==> config.mk <==
export PLATFORM = sky130hd
export DESIGN_NAME = lbp_front
export DESIGN_NICKNAME = d
export VERILOG_FILES = /design/src/hw/rtl/lbp_pkg.sv /design/src/hw/rtl/lbp_front.sv
export SDC_FILE = /design/constraint.sdc
export NUM_CORES = 1
export LEC_CHECK = 0
export BUFFER_PORTS_ARGS = -buffer_cell sky130_fd_sc_hd__buf_2
export CAP_MARGIN = 40
export CORE_AREA = 8 8 70 72
export DETAILED_ROUTE_END_ITERATION = 6
export DIE_AREA = 0 0 78 80
export GPL_TIMING_DRIVEN = 0
export PLACE_DENSITY = 0.58
export SLEW_MARGIN = 10
export SYNTH_ARGS = -nofsm -noshare
export SYNTH_HDL_FRONTEND = slang
export SYNTH_SLANG_ARGS = --single-unit
==> constraint.sdc <==
create_clock -name aclk -period 3.1 [get_ports aclk]
set_input_delay 0.31 -clock aclk [delete_from_list [all_inputs] [get_ports aclk]]
set_output_delay 0.31 -clock aclk [all_outputs]
set_load 0.03 [all_outputs]
==> src/hw/rtl/lbp_pkg.sv <==
`timescale 1ns / 1ps
`default_nettype none

package lbp_pkg;

    // default line buffer and frame limits
    localparam int DEF_MAX_WIDTH  = 1024;
    localparam int DEF_MAX_HEIGHT = 1024;

    // field widths
    localparam int CFG_W     = 11;
    localparam int CFG_IDX_W = 2;
    localparam int PIX_W     = 8;
    localparam int BIN_W     = 8;
    localparam int BINS      = 256;
    localparam int COUNT_W   = 21;
    localparam int PCT_W     = 23;

    localparam logic [COUNT_W-1:0] COUNT_MAX   = 21'h1FFFFF;
    localparam logic [PCT_W-1:0]   PERCENT_MAX = 23'd6553600;
    // 100 percent in 16-bit fixed point
    localparam logic [PCT_W-1:0]   PCT_SCALE   = 23'd6553600;

    // opcodes
    localparam logic OPC_PUSH = 1'b0;
    localparam logic OPC_READ = 1'b1;

    // register indexes
    localparam logic [CFG_IDX_W-1:0] REG_FRAME_WIDTH  = 2'd0;
    localparam logic [CFG_IDX_W-1:0] REG_FRAME_HEIGHT = 2'd1;

    // one decoded item between front and back
    typedef struct packed {
        logic             is_read;
        logic [PIX_W-1:0] pixel;
        logic [BIN_W-1:0] bin;
    } lbp_item_t;

    // pack the compare bits of existing neighbors into successive low bits
    function automatic logic [7:0] pack_code(input logic [7:0] ge, input logic [7:0] ex);
        logic [7:0] code;
        logic [3:0] k;
        code = '0;
        k = '0;
        for (int i = 0; i < 8; i++) begin
            if (ex[i]) begin
                if (ge[i]) code[k[2:0]] = 1'b1;
                k = k + 4'd1;
            end
        end
        return code;
    endfunction

endpackage

`default_nettype wire

==> src/hw/rtl/lbp_front.sv <==
`timescale 1ns / 1ps
`default_nettype none

module lbp_front (
    input  wire logic                      aclk,
    input  wire logic                      aresetn,
    input  wire logic                      s_valid,
    output logic                           s_ready,
    input  wire logic                      s_opcode,
    input  wire logic [lbp_pkg::PIX_W-1:0] s_pixel_value,
    input  wire logic [lbp_pkg::BIN_W-1:0] s_bin_index,
    output lbp_pkg::lbp_item_t             head,
    output logic                           head_valid,
    input  wire logic                      head_pop
);

    import lbp_pkg::*;

    lbp_item_t  q_reg [2];
    logic       wr_ptr_reg;
    logic       rd_ptr_reg;
    logic [1:0] fill_reg;
    logic       push;
    lbp_item_t  decoded;

    // classify the incoming item
    assign decoded.is_read = (s_opcode == OPC_READ);
    assign decoded.pixel   = s_pixel_value;
    assign decoded.bin     = s_bin_index;

    assign s_ready    = (fill_reg != 2'd2);
    assign push       = s_valid && s_ready;
    assign head       = q_reg[rd_ptr_reg];
    assign head_valid = (fill_reg != 2'd0);

    // two-entry queue toward the back end
    always_ff @(posedge aclk) begin
        if (!aresetn) begin
            wr_ptr_reg <= 1'b0;
            rd_ptr_reg <= 1'b0;
            fill_reg   <= 2'd0;
        end else begin
            if (push) begin
                q_reg[wr_ptr_reg] <= decoded;
                wr_ptr_reg        <= ~wr_ptr_reg;
            end
            if (head_pop) rd_ptr_reg <= ~rd_ptr_reg;
            case ({push, head_pop})
                2'b10:   fill_reg <= fill_reg + 2'd1;
                2'b01:   fill_reg <= fill_reg - 2'd1;
                default: fill_reg <= fill_reg;
            endcase
        end
    end

endmodule

`default_nettype wire

# [Word level (Yosys, flattened, before mapping)]
# Memory sizes are Yosys's and may differ from the RTL's. A register that Yosys moved wholly into a read port is not among the register bits.
# Cells that the tools add are included.
[totals] ff_bits=4 latchBits=0 mem_bits_rw=34 mem_bits_ro=0 elab_cells=20 mem_count=1
[memory_table] name="q_reg" words=2 word_bits=17 rd=1 rd_ports_with_merged_regs=1 write_ports=1 line_no="lbp_front.sv:19" text="lbp_item_t q_reg [2];"
[op_classes] addsub=2 mul=0 div=0 order_cmp=0 n_eq_ne=3 shifts=0 n_mux=6 bitwise=2 n_reduce_logical=3
[op_table] op="$mux W1" count=5
[op_table] op="$pmux W2 S2" count=1
[op_table] op="$reduce_bool A2 Y1" count=2
[op_table] op="$add A2 B1 Y2 const B" count=1
[op_table] op="$eq A2 B1 Y1 const B" count=1
[op_table] op="$eq A2 B2 Y1 const B" count=1
[op_table] op="$ne A2 B2 Y1 const B" count=1
[op_table] op="$not A1 Y1" count=2
[op_table] op="$sub A2 B1 Y2 const B" count=1
[op_table] op="$logic_and A1 B1 Y1" count=1

# [Logic depth before layout (Yosys ltp)]
[depth] word_depth=5 ltp_mapped=7 ltp_nobuf=7

# [Worst setup path after synthesis]
# No wires, ideal clock.
[synth_path] kind="register -> register" from="reg fill_reg[0]" to="mem q_reg[0][0] in the netlist's numbering (enable)" arrival_time_ns=2.126 slack_ns=0.558 stages_incl_launch_ff=5 path_buffers=0 cell_sequence="dfxtp_1 nor2b_1 inv_1 nand2_1 nor3b_1"
[synth_between] elab_chain_len=5
[synth_lines] item="start, declared" line_no="lbp_front.sv:22" text="logic [1:0] fill_reg;"
[synth_lines] item="start signal, assigned" line_no="lbp_front.sv:49" text="2'b10: fill_reg <= fill_reg + 2'd1;"
[synth_lines] item="start signal, assigned" line_no="lbp_front.sv:50" text="2'b01: fill_reg <= fill_reg - 2'd1;"
[synth_lines] item="start signal, assigned" line_no="lbp_front.sv:51" text="default: fill_reg <= fill_reg;"
[synth_lines] item="$ne A2 B2 Y1" line_no="lbp_front.sv:31" text="assign s_ready = (fill_reg != 2'd2);"
[synth_lines] item="via s_ready" line_no="lbp_front.sv:8" text="output logic s_ready,"
[synth_lines] item="$logic_and A1 B1 Y1" line_no="lbp_front.sv:32" text="assign push = s_valid && s_ready;"
[synth_lines] item="$mux W1" line_no="lbp_front.sv:43" text="if (push) begin"
[synth_lines] item="$mux W1" line_no="lbp_front.sv:38" text="if (!aresetn) begin"
[synth_lines] item="$mux W1 (implied by the code)" line_no="lbp_front.sv:44" text="q_reg[wr_ptr_reg] <= decoded;"
[synth_lines] item="end, declared" line_no="lbp_front.sv:19"
# The timed path passes the listed nets, and every way through them passes these cells.

==> metrics list <==
- The mapped netlist covers 0.00146 mm².
- Post-detailed-routing wire length: approximately 2600 µm
- Number of remaining DRC errors: 0
* Hold_ws: 0.213 ns
* Clock latency at the later pin of the worst-skew pair: between 0.2 and 0.3 ns
- Share of synthesized area occupied by flip-flops and latches: 76.9%
- TNS Setup: 0 ns
* Most frequent standard cell in the layout excluding fill and tap cells: sky130_fd_sc_hd__buf_2
- Once layout is done, the placed cells without fillers occupy between 0.0015 and 0.002 mm².
- The first global-routing pass estimated a little over 4000 µm of wire.
- The most critical setup path has its endpoint at head[15].
- For this run, the top clock speed supported by timing is 0.521 GHz.
- The largest single stage delay on the critical path is ~0.37 ns.
- In this run the critical register-to-register path is captured at q_reg[0][5]$_DFFE_PP_.
- Layout Cells excl Fill: between 150 and 200
* Class of the worst hold path: in -> reg
* GRT Overall Usage: under 10%
- Layout Area Growth over Synthesis: 25.9%
- For this design the ratio of total power to cell area is between 600 and 700 mW/mm².
- Antenna violations before repair: 0
- Post-synthesis net count: 100
* First-pass iteration count of the detailed router: 2
- Once routing completed, OpenROAD measured the worst setup slack at approximately 1.2 ns.
- The floorplan step defined a die boundary enclosing 0.00624 mm².
- For the finished layout, the period the worst path requires is between 1.5 and 2 ns.
- Average instance area after synthesis: about 19 µm²
* Top library cells by usage in the layout, fill and taps aside: sky130_fd_sc_hd__buf_2 (41), sky130_fd_sc_hd__edfxtp_1 (34), sky130_fd_sc_hd__mux2_2 (17), sky130_fd_sc_hd__dfxtp_1 (5), sky130_fd_sc_hd__clkbuf_8 (5)
- Type of destination of the critical path: primary output
- In this run, distinct cell masters in the synthesized netlist total 17.
* Dpl cell area: 0.00173 mm²
* Starting utilization of the core area: between 30% and 40%
* Count of pins on the block boundary: 40
- During synthesis, Yosys emitted a total of 0 warnings.
- Max reg flops: 34
- The slowest stage of the critical path is the sky130_fd_sc_hd__mux2_2 cell.
- Required time at the endpoint of the critical path: between 2 and 3 ns
- Type of element launching the critical path: register
* Via count of the first global-routing pass: slightly above 900
- Clock tree from TritonCTS: done
- WHS Path Cells: 1
- Together, buffers and inverters on the worst path number 3.
- Static power due to leakage: around 0.70 nW
- RSZ-0062 raised after global routing: no
- The max-slew violation count was 0.
- Worst slew margin relative to its limit: 48.0%
- Outcome: finished clean
- CTS Sinks: 39
* Antenna diode count: 0
* Hpwl dp: between 1500 and 2000 µm
- CORE AREA: just under 0.004 mm²
- Instance count of the mapped netlist: 78
- Final clock period utilization by the worst path: about three fifths
* Buffers from clock root to sink, at most: 2
* DIE HEIGHT: around 80 µm
* Arrival time worst endpoint: around 1.6 ns
- Skew final: 0.00194 ns
- Total of flip-flops plus latches after synthesis: 39
* Average detailed-routed wire length per instance: 14.6 µm
- X dimension of the die: roughly 78 µm
- Cells with a size suffix above 1 make up between 50 and 60% of the layout.
* Ordered cell list for the critical path: buf_2, buf_2, mux2_2, buf_2
* Total instance count after detailed placement: around 170
- Entering global routing, the biggest net connects 18 pins.
- The completed layout was analyzed and its total power is 1.22 mW.
- Number of rows in the core area: 23
- The tool flagged a number of max-cap violations equal to 0.
* Detailed Route Iter0 Violations: 35
- Crit. path cell count: 4
- By startpoint and endpoint, the worst setup path is classified as reg -> out.
- For this block, the via count after detailed routing is roughly 810.
- Worst-path maximum fanout: 10
- GRT overflow: 0
- The final layout contains between 100 and 150 nets.
- Via-to-Cell Ratio: around 4.6
* Maximum VDD drop: ~0.3 mV
- Number of I/O port buffers: 39
- Among the stages of the critical path, the cell type that occurs most often is sky130_fd_sc_hd__buf_2.
- CTS placed an instance of sky130_fd_sc_hd__clkbuf_8 at the clock tree root.
- Crit path max-delay family: buffers and inverters
- Pre-CTS setup slack: around 1.2 ns
- In this run the critical register-to-register path is launched from fill_reg[0]$_SDFFE_PN0P_.
- At the end of the flow the core is filled with cells to between 40 and 50%.
- CTS buffer count: 5
- Final Hold Viols: 0
- The count of nets left with antenna violations once routing finished came out at 0.
* Clock-pin slew of the registers on the worst-case setup and hold paths: roughly 0.07 ns
* Number of setup violations in the final report: 0
- Placer's final routability congestion estimate: 0.600
- Actual slew at the worst max-slew pin: 0.779 ns
- R2R depth: 5
- Cts hold-fix bufs: 0
- R2R setup slack: between 1 and 1.5 ns
- Post-CTS Setup Repair Bufs: 0
- Number of instances resized during post-cts repair: 0
* Deepest level of the CTS H-tree: 2
-- worst min path at each step --
stage | startpoint | end | slack (ns)
floorplan | s_bin_index[0] | q_reg[0][0]$_DFFE_PP_ | 0.41
global placement | fill_reg[1]$_SDFFE_PN0P_ | fill_reg[1]$_SDFFE_PN0P_ | 0.47
detailed placement | s_bin_index[5] | q_reg[1][5]$_DFFE_PP_ | 0.50
CTS | s_bin_index[5] | q_reg[1][5]$_DFFE_PP_ | 0.20
global route | s_pixel_value[3] | q_reg[0][11]$_DFFE_PP_ | 0.20
finish | s_bin_index[6] | q_reg[0][6]$_DFFE_PP_ | 0.21
-- worst reg2reg max path: stages (launching register included) --
cell and delay, ns:
sky130_fd_sc_hd__dfxtp_1 0.40, sky130_fd_sc_hd__nor2b_1 0.09, sky130_fd_sc_hd__inv_1 0.09, sky130_fd_sc_hd__nand2_1 0.09, sky130_fd_sc_hd__nor3b_2 0.56, sky130_fd_sc_hd__buf_4 0.32
-- synth_stat cells --
cell                       number  share of area, %
sky130_fd_sc_hd__edfxtp_1      34                70
sky130_fd_sc_hd__mux2_2        17                13
sky130_fd_sc_hd__dfxtp_1        5               6.9
sky130_fd_sc_hd__and2_1         3               1.3
sky130_fd_sc_hd__a21boi_1       2               1.0
sky130_fd_sc_hd__buf_2          2              0.69
sky130_fd_sc_hd__inv_1          2              0.52
sky130_fd_sc_hd__o21ai_0        2              0.69
sky130_fd_sc_hd__or3_1          2              0.86
sky130_fd_sc_hd__xnor2_1        2               1.2
sky130_fd_sc_hd__and4_1         1              0.60
sky130_fd_sc_hd__ha_1           1              0.86
sky130_fd_sc_hd__nand2_1        1              0.26
sky130_fd_sc_hd__nor2b_1        1              0.43
sky130_fd_sc_hd__nor3b_1        1              0.52
sky130_fd_sc_hd__or2_2          1              0.43
sky130_fd_sc_hd__xor2_1         1              0.60
-- cells by family after synthesis --
| logic type | count (synthesis) | synth area share, % |
|---|---|---|
| AOI/OAI and AO/OA | 4 | 1.72 |
| xor gates and xnor gates | 3 | 1.80 |
| adders and majority gates | 1 | 0.858 |
| buffers and inverters | 4 | 1.20 |
| DFF | 39 | 76.9 |
| muxes | 17 | 13.1 |
| and+or+nand+nor | 10 | 4.38 |
-- cell type report --
class / instances / area (µm²)
buffer: 2 / 10.0
clock buffer: 5 / 68.8
clock inverter: 3 / 38.8
fill: 363 / 2020
inverter: 2 / 7.51
multi-input combinational: 35 / 324
sequential: 39 / 1120
tap: 50 / 62.6
timing repair buffer: 40 / 203
-- layer usage --
metal  vias to the layer above  global-route usage (%)  part of all wire (%)
met5                         -                       0                     0
met4                         0                    3.89                   1.5
met3                         5                    5.52                   9.4
met2                        28                    14.9                    50
met1                       387                    8.25                    39
li1                        386                       -                     -
-- where the power goes --
group	switching, mW	total [mW]	internal [mW]
Clock	0.163	0.399	0.235
Sequential	0.0130	0.621	0.608
Combinational	0.123	0.200	0.0771
Note: power is estimated with default switching activity, not from simulation.
